### src/hw/rtl/sqd_pkg.sv
// Package for the shortest queue dispatcher: field widths, defaults,
// controller states and the command/status words between controller and datapath.
// No dependencies.
package sqd_pkg;

   // Field widths, fixed by the word format
   localparam int ARRIVAL_W = 32;
   localparam int SERVICE_W = 16;
   localparam int PAYMENT_W = 24;
   localparam int ACTIVE_W  = 4;
   localparam int SERVER_W  = 3;
   localparam int TIME_W    = 32;
   localparam int COUNT_W   = 32;
   localparam int EARN_W    = 40;

   // Default sizing
   localparam int MAX_SERVERS_DEF = 8;
   localparam int QUEUE_DEPTH_DEF = 16;

   // Active server count after reset
   localparam logic [ACTIVE_W-1:0] ACTIVE_RESET = 4'd8;

   // Controller states
   typedef enum logic [2:0] {
      ST_IDLE,
      ST_PROBE,
      ST_CHECK,
      ST_DECIDE,
      ST_COMMIT
   } sqd_state_type;

   // Controller to datapath
   typedef struct packed {
      logic load;          // latch the request word, restart the scan
      logic rd_issue;      // read the queued finish time under the scan pointer
      logic step_entry;    // entry expired: advance to the next one
      logic close_server;  // record drop count, update best, move to next server
      logic sel_best;      // lane select follows the chosen server
      logic calc;          // compute the finish time of the job
      logic commit;        // apply drops, push the job, load the response word
      logic reject_out;    // load a reject response word
   } sqd_cmd_type;

   // Datapath to controller
   typedef struct packed {
      logic entry_pending; // scan pointer still inside the queue
      logic entry_expired; // entry read is at or before the arrival
      logic last_server;   // scan sits on the last active server
      logic reject;        // every active queue is full
      logic out_free;      // response register can take a new word
   } sqd_status_type;

endpackage

### src/hw/rtl/sqd_ctrl.sv
// Dispatcher controller: state machine that sequences accept, queue scan,
// decision and commit. Depends on sqd_pkg for states, command and status types.
module sqd_ctrl (
   input  logic                    clock,
   input  logic                    reset,
   input  logic                    req_valid,
   output logic                    req_ready,
   input  sqd_pkg::sqd_status_type status,
   output sqd_pkg::sqd_cmd_type    cmd
);

   sqd_pkg::sqd_state_type state_ff, state_in;

   // State register
   always_ff @(posedge clock) begin
      if (reset) begin
         state_ff <= sqd_pkg::ST_IDLE;
      end else begin
         state_ff <= state_in;
      end
   end

   // Next state
   always_comb begin
      state_in = state_ff;
      unique case (state_ff)
         sqd_pkg::ST_IDLE: begin
            if (req_valid) state_in = sqd_pkg::ST_PROBE;
         end
         sqd_pkg::ST_PROBE: begin
            if (status.entry_pending) begin
               state_in = sqd_pkg::ST_CHECK;
            end else if (status.last_server) begin
               state_in = sqd_pkg::ST_DECIDE;
            end
         end
         sqd_pkg::ST_CHECK: begin
            if (status.entry_expired) begin
               state_in = sqd_pkg::ST_PROBE;
            end else if (status.last_server) begin
               state_in = sqd_pkg::ST_DECIDE;
            end else begin
               state_in = sqd_pkg::ST_PROBE;
            end
         end
         sqd_pkg::ST_DECIDE: begin
            if (!status.reject) begin
               state_in = sqd_pkg::ST_COMMIT;
            end else if (status.out_free) begin
               state_in = sqd_pkg::ST_IDLE;
            end
         end
         sqd_pkg::ST_COMMIT: begin
            if (status.out_free) state_in = sqd_pkg::ST_IDLE;
         end
         default: state_in = sqd_pkg::ST_IDLE;
      endcase
   end

   // Outputs
   always_comb begin
      cmd       = '0;
      req_ready = 1'b0;
      unique case (state_ff)
         sqd_pkg::ST_IDLE: begin
            req_ready = 1'b1;
            cmd.load  = req_valid;
         end
         sqd_pkg::ST_PROBE: begin
            cmd.rd_issue     = status.entry_pending;
            cmd.close_server = !status.entry_pending;
         end
         sqd_pkg::ST_CHECK: begin
            cmd.step_entry   = status.entry_expired;
            cmd.close_server = !status.entry_expired;
         end
         sqd_pkg::ST_DECIDE: begin
            cmd.sel_best   = 1'b1;
            cmd.calc       = !status.reject;
            cmd.reject_out = status.reject && status.out_free;
         end
         sqd_pkg::ST_COMMIT: begin
            cmd.sel_best = 1'b1;
            cmd.commit   = status.out_free;
         end
         default: begin
            cmd = '0;
         end
      endcase
   end

endmodule

### config.mk
export PLATFORM = sky130hd
export DESIGN_NAME = sqd_ctrl
export DESIGN_NICKNAME = d
export VERILOG_FILES = /design/src/hw/rtl/sqd_pkg.sv /design/src/hw/rtl/sqd_ctrl.sv
export SDC_FILE = /design/constraint.sdc
export NUM_CORES = 1
export LEC_CHECK = 0
export BUFFER_PORTS_ARGS = -buffer_cell sky130_fd_sc_hd__buf_4
export CAP_MARGIN = 20
export CORE_AREA = 5 5 42 44
export DETAILED_ROUTE_END_ITERATION = 12
export DIE_AREA = 0 0 47 49
export HOLD_SLACK_MARGIN = 0.1
export RECOVER_POWER = 50
export SETUP_SLACK_MARGIN = 0.02
export SLEW_MARGIN = 20
export SYNTH_ARGS = -nofsm -noshare
export SYNTH_HDL_FRONTEND = slang
export SYNTH_SLANG_ARGS = --single-unit
### constraint.sdc
create_clock -name clock -period 2.95 [get_ports clock]
set_input_delay 0.4425 -clock clock [delete_from_list [all_inputs] [get_ports clock]]
set_output_delay 0.4425 -clock clock [all_outputs]
set_load 0.02 [all_outputs]
After elaboration in Yosys (flattened, before gate mapping)
Index checks and enable logic that the tools add are counted.
{"block": "totals", "ff_bits": 3, "in_bits": 8, "output_inout_bits": 9, "word_cells": 31}
{"block": "classes", "eq_ne": 6, "n_mux": 17, "reduce_logical": 7}
{"operator": "$mux W3", "n": 5}
{"operator": "$pmux W3 S5", "n": 1}
{"operator": "$mux W1", "n": 8}
{"operator": "$eq A3 B2 Y1 const B", "n": 2}
{"operator": "$mux W2", "n": 2}
{"operator": "$eq A3 B1 Y1 const B", "n": 1}
{"operator": "$eq A3 B3 Y1 const B", "n": 1}
{"operator": "$logic_not A1 Y1", "n": 3}
{"operator": "$logic_not A3 Y1", "n": 1}
{"operator": "$ne A3 B3 Y1 const B", "n": 1}
{"operator": "$ne A2 B2 Y1 const B", "n": 1}
{"operator": "$pmux W1 S2", "n": 1}
{"operator": "$reduce_and A2 Y1", "n": 1}
{"operator": "$reduce_or A2 Y1", "n": 1}
{"operator": "$logic_and A1 B1 Y1", "n": 1}

Longest topological paths before layout
Gate-level depths: netlist of the first run.
{"block": "logic_depth", "ltp_word": 3, "mapped_depth": 4, "depth_no_buf": 3}

Worst setup path after synthesis of the first run
OpenSTA, ideal clock, no wires.
{"block": "synth_path", "path_kind": "register to output", "startpoint": "register state_ff[2]", "endpoint": "output cmd[7] in the netlist's numbering", "arrival_time_ns": 1.311, "required_ns": 2.508, "setup_slack_ns": 1.197, "stages_incl_launch_ff": 4, "path_buffers": 1, "cell_sequence": "dfxtp_1 > clkbuf_8 > nor3_1 > and2_1"}
{"element": "from (decl)", "line_no": "sqd_ctrl.sv:12", "text": "sqd_pkg::sqd_state_type state_ff, state_in;"}
{"element": "from (signal assigned)", "line_no": "sqd_ctrl.sv:17", "text": "state_ff <= sqd_pkg::ST_IDLE;"}
{"element": "from (signal assigned)", "line_no": "sqd_ctrl.sv:19", "text": "state_ff <= state_in;"}
{"element": "to (decl)", "line_no": "sqd_ctrl.sv:9", "text": "output sqd_pkg::sqd_cmd_type cmd"}

==> flow_summary.json, run 1 <==
{
  "final_common_cell": "buf_4",
  "wl_per_cell_microns": 11.0,
  "syn_inst": 38,
  "p_leak_nw": 0.186,
  "critPathTopFamily": "flip-flops",
  "ant_nets": 0,
  "hold_viol_final": 0,
  "post_cts.repair.setup_buffers": 0,
  "largest_register_ff_count": 3,
  "path_max_fanout": 11,
  "worst-r2r-cell-count": 3,
  "setup_violations": 0,
  "min_from": "reset",
  "grt_max_degree": 14,
  "rrSetupSlack_ns": 1.56,
  "vdd_ir_drop_max_v": 0.000152,
  "fin_area_sq_um": 418,
  "min_path_type": "in -> reg",
  "path_class": "reg -> out",
  "startpoint_type": "flip-flop",
  "worst_ep_required_time_ns": 2.51,
  "crit_path_end_kind": "output port",
  "period_minus_slack_ns": 1.80,
  "die_h_microns": 49,
  "seq_area_frac_synth": 0.195,
  "gr-total-overflow": 0,
  "grt_pass1_wl_mm": 1.28,
  "final_cells": 71,
  "synth_nets": 46,
  "clkTransAtPathRegs_ns": 0.03,
  "path_cells": "inv_1 > nor4b_1 > buf_4",
  "initial_utilization": 0.220,
  "slew_headroom": 0.742,
  "cts_sinks": 3,
  "ys_ff_latch": 3,
  "slowest_stage": "dfxtp_1",
  "worst_ep_arrival_time_ns": 1.36,
  "drc": 0,
  "drive_gt1_frac": 0.345,
  "whs_ns": 0.410,
  "clock_skew_ns": 0.00325,
  "max_stage_delay_ns": 0.51,
  "layout_common_cells": "14 x buf_4, 6 x nor2_1",
  "diodes": 0,
  "viasPerCell": 4.68,
  "syn2layout_area_growth_pct": 35.8,
  "cts_root_buffer": "clkbuf_4",
  "worst_slew_pin_slew_ns": 0.387,
  "place_area_sq_um": 415,
  "syn_avg_cell_area_sq_um": 8.10,
  "drtPass1Iterations": 4,
  "rsz0062_at_grt": "no",
  "track_usage": 0.0767,
  "clk_path_buf_depth": 2,
  "rows": 14,
  "first_iter_violations": 7,
  "cts_tree": "done",
  "max_freq_mhz": 556,
  "drt-total-wl_microns": 780,
  "top_register": "state_ff",
  "grt_pass1_vias": 318,
  "htree_num_levels": 1,
  "clkLatencyLatePin_ns": 0.23,
  "ys_types": 26,
  "die-area_sq_um": 2300,
  "top_regs": "state_ff x3",
  "cap_violations": 0,
  "vias": 332,
  "fill_cells": 164,
  "final_nets": 64,
  "p_per_area_nw_per_um2": 444,
  "critical_path_buf_inv_count": 2,
  "gp_congestion": 0.724,
  "holdPathStages": 2,
  "port_buffers": 16,
  "placed_cells": 67,
  "cts_buffers": 3,
  "cts_resized": 0,
  "rr_endpoint": "state_ff[0]",
  "outcome": "completed",
  "dp_hpwl_microns": 584,
  "antenna_found_initial": 0,
  "pin_count": 17,
  "yosys_warnings": 0,
  "final.setup.tns_ns": 0,
  "finalCritPeriodShare": 0.610,
  "postCtsHoldBufs": 0,
  "die_width_microns": 47,
  "min_to": "state_ff[1]",
  "core_region_area_sq_um": 1400,
  "final_max_slew_viol_count": 0,
  "r2r-start": "state_ff[0]",
  "syn-cell-area_sq_um": 308
}
through the flow:
step	worst slack, ns	util	total power [mW]
5_1_grt	1.04	0.298	0.199
3_5_place_dp	1.40	0.296	0.122
3_3_place_gp	1.42	0.296	0.122
6_report	1.15	0.298	0.185
2_1_floorplan	1.20	-	0.0995
4_1_cts	1.15	0.315	0.195
worst reg2reg max path: cells and delay by family (launching register included):
family / cells / cell delay, ns
flip-flops: 1 / 0.51
AO/OA/AOI/OAI: 1 / 0.10
AND/OR/NAND/NOR: 2 / 0.66
Yosys cell counts:
cell / number / area, sq um
clkbuf_8: 1 / 13.8
a211o_1: 1 / 8.76
nor4b_1: 1 / 8.76
inv_1: 2 / 7.51
nor3b_1: 1 / 7.51
dfxtp_1: 3 / 60.1
o21ai_0: 2 / 10.0
or4b_4: 1 / 13.8
nand3_2: 1 / 10.0
nor2_1: 6 / 22.5
a211oi_1: 1 / 7.51
a21oi_1: 1 / 5.00
and3_1: 1 / 6.26
or4_4: 1 / 11.3
nor3_1: 3 / 15.0
nand4b_1: 1 / 8.76
buf_4: 1 / 7.51
and3b_2: 1 / 10.0
nand3b_1: 1 / 7.51
nand2_1: 1 / 3.75
a2bb2oi_1: 1 / 8.76
and2_1: 1 / 6.26
o31ai_1: 1 / 7.51
o32ai_2: 1 / 16.3
buf_6: 1 / 11.3
nand2b_1: 2 / 12.5
logic make-up (layout without fill, tap and decap cells):
group                  Yosys count  in the layout  synth area share
DFF                              3              3             0.195
AOI/OAI and AO/OA                8              8             0.207
and+or+nand+nor                 22             22             0.467
buffers and inverters            5             22             0.130
how the worst max path moves through the flow:
stage,slack [ns],from,to,cells past startpoint
final,1.15,state_ff[0],cmd[6],3
after global routing,1.04,state_ff[0],cmd[6],3
after CTS,1.15,state_ff[0],cmd[6],3
after detailed placement,1.40,state_ff[0],cmd[6],3
after global placement,1.42,state_ff[0],cmd[6],3
after floorplan,1.20,state_ff[2],cmd[7],3
report_power, final:
| part | total (mW) | internal [mW] | switching (mW) |
|---|---|---|---|
| combinational | 0.0611 | 0.0297 | 0.0314 |
| sequential | 0.0541 | 0.0444 | 0.00970 |
| clock | 0.0702 | 0.0506 | 0.0197 |
| total | 0.185 | 0.125 | 0.0608 |
per-layer routing:
metal / routed length, microns / vias up / share of wire / GRT usage
li1: - / 173 / - / -
met1: 326 / 143 / 0.42 / 0.0853
met2: 381 / 14 / 0.49 / 0.109
met3: 49 / 2 / 0.063 / 0.0258
met4: 23 / 0 / 0.029 / 0.0691
met5: 0 / - / 0 / 0
final cells by class:
type | count | area [sq um] | share of cell area
well taps | 16 | 20.0 | 0.0479
flip-flops and latches | 3 | 60.1 | 0.144
repair buffers | 16 | 113 | 0.269
inverters | 2 | 7.51 | 0.0180
clock buffers | 4 | 26.3 | 0.0629
multi-input cells | 30 | 191 | 0.458
No activity file was read; power rests on OpenSTA's default activity.
==> run 2, diff against run 1 <==
--- a/config.mk
+++ b/config.mk
@@ -5,6 +5,7 @@
 export SDC_FILE = /design/constraint.sdc
 export NUM_CORES = 1
 export LEC_CHECK = 0
+export ABC_AREA = 1
 export BUFFER_PORTS_ARGS = -buffer_cell sky130_fd_sc_hd__buf_4
 export CAP_MARGIN = 20
 export CORE_AREA = 5 5 42 44
==> constraint.sdc (replaced) <==
create_clock -name clock -period 1.55 [get_ports clock]
set_input_delay 0.2325 -clock clock [delete_from_list [all_inputs] [get_ports clock]]
set_output_delay 0.2325 -clock clock [all_outputs]
set_load 0.02 [all_outputs]
==> run 2 against run 1 <==
Net effect: clock power increased by 91%; count of clock-buffer cells in the layout stayed put; critical endpoint is now cmd[2]; largest cell class unchanged; synthesized cell count rose by 21%.
==> flow_summary.json, run 2 <==
{
  "cap_violations": 0,
  "viasPerCell": 3.96,
  "cts_buffers": 3,
  "yosysMostFrequentCell": "inv_1",
  "die_h_microns": 49,
  "synthFlopType": "dfxtp_1",
  "synth_common_cells": "8 x inv_1, 7 x nand2_1, 7 x nand3_1, 7 x nor2_1",
  "p_leak_nw": 0.222,
  "multiInputGateArea_sq_um": 168,
  "vias": 325,
  "cts_sinks": 3,
  "cts_tree": "done",
  "synthArstFlopShare": 0,
  "drive_gt1_frac": 0.379,
  "worst_ep_arrival_time_ns": 1.19,
  "rsz0062_at_grt": "no",
  "synth_top_area_cell": "dfxtp_1",
  "antenna_found_initial": 0,
  "syn2layout_area_growth_pct": 58.1,
  "die_width_microns": 47,
  "drt-total-wl_microns": 676,
  "path_class": "reg -> out",
  "synth_nets": 54,
  "first_iter_violations": 0,
  "drc": 0,
  "p_per_area_nw_per_um2": 841,
  "max_stage_delay_ns": 0.32,
  "yosys_warnings": 0,
  "outcome": "completed",
  "largest_register_ff_count": 3,
  "startpoint_type": "flip-flop",
  "rows": 14,
  "die-area_sq_um": 2300,
  "crit_path_end_kind": "output port",
  "fin_total_pwr_mw": 0.358,
  "whs_ns": 0.173,
  "port_buffers": 16,
  "path_max_fanout": 6,
  "gr-total-overflow": 0,
  "track_usage": 0.0619,
  "drtPass1Iterations": 1,
  "seqCellArea_sq_um": 61.3,
  "ant_nets": 0,
  "final_max_slew_viol_count": 0,
  "wl_per_cell_microns": 8.24,
  "grt_max_degree": 8,
  "syn_avg_cell_area_sq_um": 5.85,
  "period_minus_slack_ns": 1.42,
  "core_region_area_sq_um": 1400,
  "top_regs": "state_ff x3",
  "fin_area_sq_um": 425,
  "fill_cells": 179,
  "grt_pass1_wl_mm": 1.00,
  "post_cts.repair.setup_buffers": 0,
  "worst_slew_pin_slew_ns": 0.256,
  "max_freq_mhz": 703,
  "slew_headroom": 0.830,
  "final_common_cell": "buf_4",
  "worst_ep_required_time_ns": 1.32,
  "pin_count": 17,
  "clkLatencyLatePin_ns": 0.23,
  "vdd_ir_drop_max_v": 0.000285,
  "top_register": "state_ff",
  "synthTopCellsByArea": "dfxtp_1 22%, nand3_1 13%, inv_1 11%, nand2_1 9.8%, nor2_1 9.8%",
  "diodes": 0,
  "clkTransAtPathRegs_ns": 0.04,
  "synthDominantCellAreaShare": 0.223,
  "synth_edf_count": 0,
  "ys_ff_latch": 3,
  "syn_inst": 46,
  "cts_root_buffer": "clkbuf_4",
  "syn-cell-area_sq_um": 269,
  "clk_path_buf_depth": 2,
  "min_path_type": "in -> reg",
  "clock_skew_ns": 0.00117,
  "dp_hpwl_microns": 607,
  "layout_common_cells": "13 x buf_4, 9 x inv_1, 7 x nand2_1, 7 x nor2_1, 7 x nand3_1",
  "hold_viol_final": 0,
  "ys_types": 13,
  "gp_congestion": 0.689,
  "final_nets": 75,
  "slowest_stage": "dfxtp_1",
  "path_cells": "inv_1 > nor2_4 > nand3_1 > inv_1 > clkbuf_1",
  "finalCritPeriodShare": 0.917,
  "crit_top_cell": "inv_1",
  "initial_utilization": 0.192,
  "grt_pass1_vias": 277,
  "seq_area_frac_synth": 0.223,
  "final.setup.tns_ns": 0,
  "place_area_sq_um": 409,
  "htree_num_levels": 1,
  "setup_violations": 0
}
## run 2: changes by cell type after synthesis, sizes merged, moves of 2 or more
cell	change
buf	-2
inv	+9
nand2	+7
nand2b	-2
nand3	+8
nor2	+4
## run 2: routing by layer
layer,routed length [microns],vias to the layer above,GRT usage
met2,324,10,0.0905
met5,0,-,0
li1,-,182,-
met3,73,0,0.0258
met4,0,0,0.0553
met1,278,133,0.0636
## run 2: power by group
group	internal, mW	leakage (nW)	switching, mW
Clock	0.0963	0.0150	0.0376
Combinational	0.0512	0.182	0.0820
Sequential	0.0846	0.0250	0.00615
Total	0.232	0.222	0.126
## run 2: area by class of cell
| cell class | count | share of cell area |
|---|---|---|
| inverter | 11 | 0.0971 |
| timing repair buffer | 16 | 0.256 |
| clock buffer | 4 | 0.0618 |
| multi-input combinational | 32 | 0.394 |
| sequential | 3 | 0.144 |
| tap | 16 | 0.0471 |
## run 2: per-stage QoR
step / utilization / setup WS (ns) / cells
after CTS: 0.311 / 0.108 / 82
after detailed placement: 0.292 / 0.357 / 78
after global placement: 0.292 / 0.386 / 78
after floorplan: - / 0.281 / 46
after global routing: 0.304 / 0.0346 / 82
final: 0.304 / 0.128 / 82
## run 2: what timing repair did
action                     in CTS  in global routing
setup endpoints to repair       0                  1
gates resized for setup         0                  1
hold buffers                    0                  0
hold endpoints to repair        0                  0
## run 2: cells by family (layout without fill, tap and decap cells)
kind of cell    count (synthesis)  after routing  share of synthesized area
buf+inv                        11             31                      0.153
flops                           3              3                      0.223
simple gates                   29             29                      0.567
compound gates                  3              3                     0.0558
## run 2: critical path: cells and delay by family (launching register included)
kind	cells	cell delay, ns
buffers and inverters	3	0.37
DFF	1	0.32
and+or+nand+nor	2	0.27
## run 2: final timing paths
check | startpoint | to | slack, ns | depth (start not counted)
setup / recovery | state_ff[0] | cmd[2] | 0.13 | 5
hold / removal | reset | state_ff[1] | 0.17 | 2
setup reg to reg | state_ff[0] | state_ff[0] | 0.56 | 6
hold reg to reg | state_ff[2] | state_ff[2] | 0.54 | 2
==> run 3, diff against run 2 <==
--- a/config.mk
+++ b/config.mk
@@ -6,7 +6,7 @@
 export NUM_CORES = 1
 export LEC_CHECK = 0
 export ABC_AREA = 1
-export BUFFER_PORTS_ARGS = -buffer_cell sky130_fd_sc_hd__buf_4
+export BUFFER_PORTS_ARGS = -buffer_cell sky130_fd_sc_hd__buf_2
 export CAP_MARGIN = 20
 export CORE_AREA = 5 5 42 44
 export DETAILED_ROUTE_END_ITERATION = 12
==> constraint.sdc (replaced) <==
create_clock -name clock -period 1.1 [get_ports clock]
set_input_delay 0.165 -clock clock [delete_from_list [all_inputs] [get_ports clock]]
set_output_delay 0.165 -clock clock [all_outputs]
set_load 0.02 [all_outputs]
==> run 3 against run 2 <==
Net effect: the run now ends with negative setup slack left; count of clock-buffer cells in the layout unchanged; critical path depth increased by 1; first-iteration DRC count increased by 2; die area unchanged; setup slack got worse by 0.32 ns; utilization increased by 5.1 points; non-clock buffer count increased by 6; cell area increased by 17%; highest routed layer unchanged.
==> flow_summary.json, run 3 (synthesis results as in run 2) <==
{
  "viasPerCell": 4.15,
  "worstSetupPathDepth": 6,
  "rr_endpoint": "state_ff[0]",
  "first_iter_violations": 2,
  "drtPass1Iterations": 4,
  "p_per_area_nw_per_um2": 1120,
  "rrSetupSlack_ns": -0.04,
  "dp_hpwl_microns": 628,
  "track_usage": 0.0788,
  "grt_pass1_wl_mm": 1.30,
  "final_max_slew_viol_count": 0,
  "grt_pass1_vias": 347,
  "startpoint_type": "flip-flop",
  "cts_root_buffer": "clkbuf_4",
  "place_area_sq_um": 415,
  "vdd_ir_drop_max_v": 0.000344,
  "max_freq_mhz": 776,
  "drt-total-wl_microns": 787,
  "fin_total_pwr_mw": 0.554,
  "crit_path_end": "cmd[4]",
  "worst_slew_pin_slew_ns": 0.203,
  "clk_path_buf_depth": 2,
  "pin_count": 17,
  "power_frac_clock": 0.337,
  "die_h_microns": 49,
  "top_register": "state_ff",
  "path_class": "reg -> out",
  "grt_max_degree": 7,
  "cap_violations": 0,
  "max_stage_delay_ns": 0.33,
  "largest_register_ff_count": 3,
  "core_region_area_sq_um": 1400,
  "period_minus_slack_ns": 1.29,
  "drc": 0,
  "ant_nets": 0,
  "path_max_fanout": 4,
  "crit_path_end_kind": "output port",
  "clock_skew_ns": 0.000295,
  "antenna_found_initial": 0,
  "cts_buffers": 3,
  "internal-power_mw": 0.360,
  "p_leak_nw": 0.269,
  "slowest_stage": "dfxtp_2",
  "cts_sinks": 3,
  "startpoint": "state_ff[2]",
  "r2r-start": "state_ff[0]",
  "rows": 14,
  "seq_power_share": 0.232,
  "setup_violations": 11,
  "vias": 365,
  "violations": "negative setup slack",
  "diodes": 0,
  "initial_utilization": 0.192,
  "fin_area_sq_um": 497,
  "postCtsHoldBufs": 0,
  "final_nets": 81,
  "p_sw_frac": 0.350,
  "clkLatencyLatePin_ns": 0.23,
  "wl_per_cell_microns": 8.94,
  "critPathTopFamily": "flip-flops",
  "gp_congestion": 0.742,
  "setup_ws_ns": -0.189,
  "die_width_microns": 47,
  "top_regs": "state_ff x3",
  "slew_headroom": 0.864,
  "outcome": "complete, but fails checks",
  "cts_tree": "done",
  "worst_ep_required_time_ns": 0.94,
  "critical_path_buf_inv_count": 3,
  "netSwitchingPower_mw": 0.194,
  "syn2layout_area_growth_pct": 84.7,
  "gr-total-overflow": 0,
  "min_path_type": "in -> reg",
  "pre_cts_slack_ns": -0.00190,
  "drive_gt1_frac": 0.611,
  "finalCritPeriodShare": 1.17,
  "layout_common_cells": "10 x buf_4, 9 x buf_2, 7 x inv_1",
  "rsz0062_at_grt": "yes",
  "clkTransAtPathRegs_ns": 0.03,
  "combPwrFrac": 0.431,
  "htree_num_levels": 1,
  "path_cells": "inv_2 > nand2_2 > nor2_4 > inv_1 > o21ai_2 > buf_6",
  "final_common_cell": "buf_4",
  "worst-r2r-cell-count": 9,
  "die-area_sq_um": 2300,
  "worst_ep_arrival_time_ns": 1.12,
  "hold_viol_final": 0,
  "port_buffers": 16
}
[run 3: cell count changes in the layout (fill, tap and decap cells not counted), moves of 2 or more]
cell | before | now
inv_2 | 2 | 4
dfxtp_1 | 2 | 0
buf_4 | 13 | 10
inv_1 | 9 | 7
buf_2 | 0 | 9
dfxtp_2 | 1 | 3
clkbuf_1 | 4 | 1
nor3_1 | 2 | 0
nor3_2 | 0 | 2
buf_6 | 0 | 3
[run 3: power groups by stage]
stage / registers, mW / logic (mW) / clock network [mW]
CTS: 0.129 / 0.234 / 0.200
floorplan: 0.128 / 0.133 / 0
finish: 0.129 / 0.239 / 0.187
global route: 0.130 / 0.261 / 0.209
detailed placement: 0.128 / 0.200 / 0
global placement: 0.128 / 0.199 / 0
[run 3: worst reg2reg max path, cell delays in order (launching register included)]
cell and delay, ns:
dfxtp_2 0.32, inv_2 0.05, nor2_4 0.15, buf_4 0.14, buf_4 0.09, nand3_2 0.06
nand2_1 0.08, inv_2 0.04, nand2_1 0.05, a21oi_1 0.05
[run 3: worst min path at each step]
stage | to | from | cells after the start | slack [ns]
final | state_ff[1] | reset | 2 | 0.12
after global routing | state_ff[1] | reset | 2 | 0.12
after CTS | state_ff[1] | reset | 2 | 0.12
after detailed placement | state_ff[1] | reset | 2 | 0.37
after global placement | state_ff[1] | reset | 2 | 0.37
after floorplan | state_ff[1] | reset | 1 | 0.23
[run 3: timing repair]
action / 4_1_cts / 5_1_grt
resized for setup: 16 / 0
gates cloned: 0 / 0
setup endpoints to repair: 9 / 11
pin swaps: 2 / 1
buffers inserted: 1 / 1
[run 3: layer usage]
metal | wire length, microns | vias to the layer above | share of wire | track usage
met4 | 0 | 0 | 0 | 0.0553
li1 | - | 195 | - | -
met2 | 426 | 9 | 0.54 | 0.124
met1 | 301 | 161 | 0.38 | 0.0789
met3 | 59 | 0 | 0.075 | 0.0332
met5 | 0 | - | 0 | 0
[run 3: per-stage QoR]
step	setup TNS [ns]	hold WS, ns	util	cells
after global placement	0	0.367	0.296	82
final	-1.25	0.125	0.354	88
after detailed placement	-0.00190	0.371	0.296	82
after floorplan	0	0.232	-	46
after CTS	-1.33	0.117	0.349	87
after global routing	-2.13	0.122	0.354	88
[run 3: layout make-up]
type / count / area (sq um)
Fill cell: 168 / 905
Multi-Input combinational cell: 32 / 191
Timing Repair Buffer: 22 / 154
Sequential cell: 3 / 63.8
Inverter: 11 / 41.3
Clock buffer: 4 / 26.3
Tap cell: 16 / 20.0
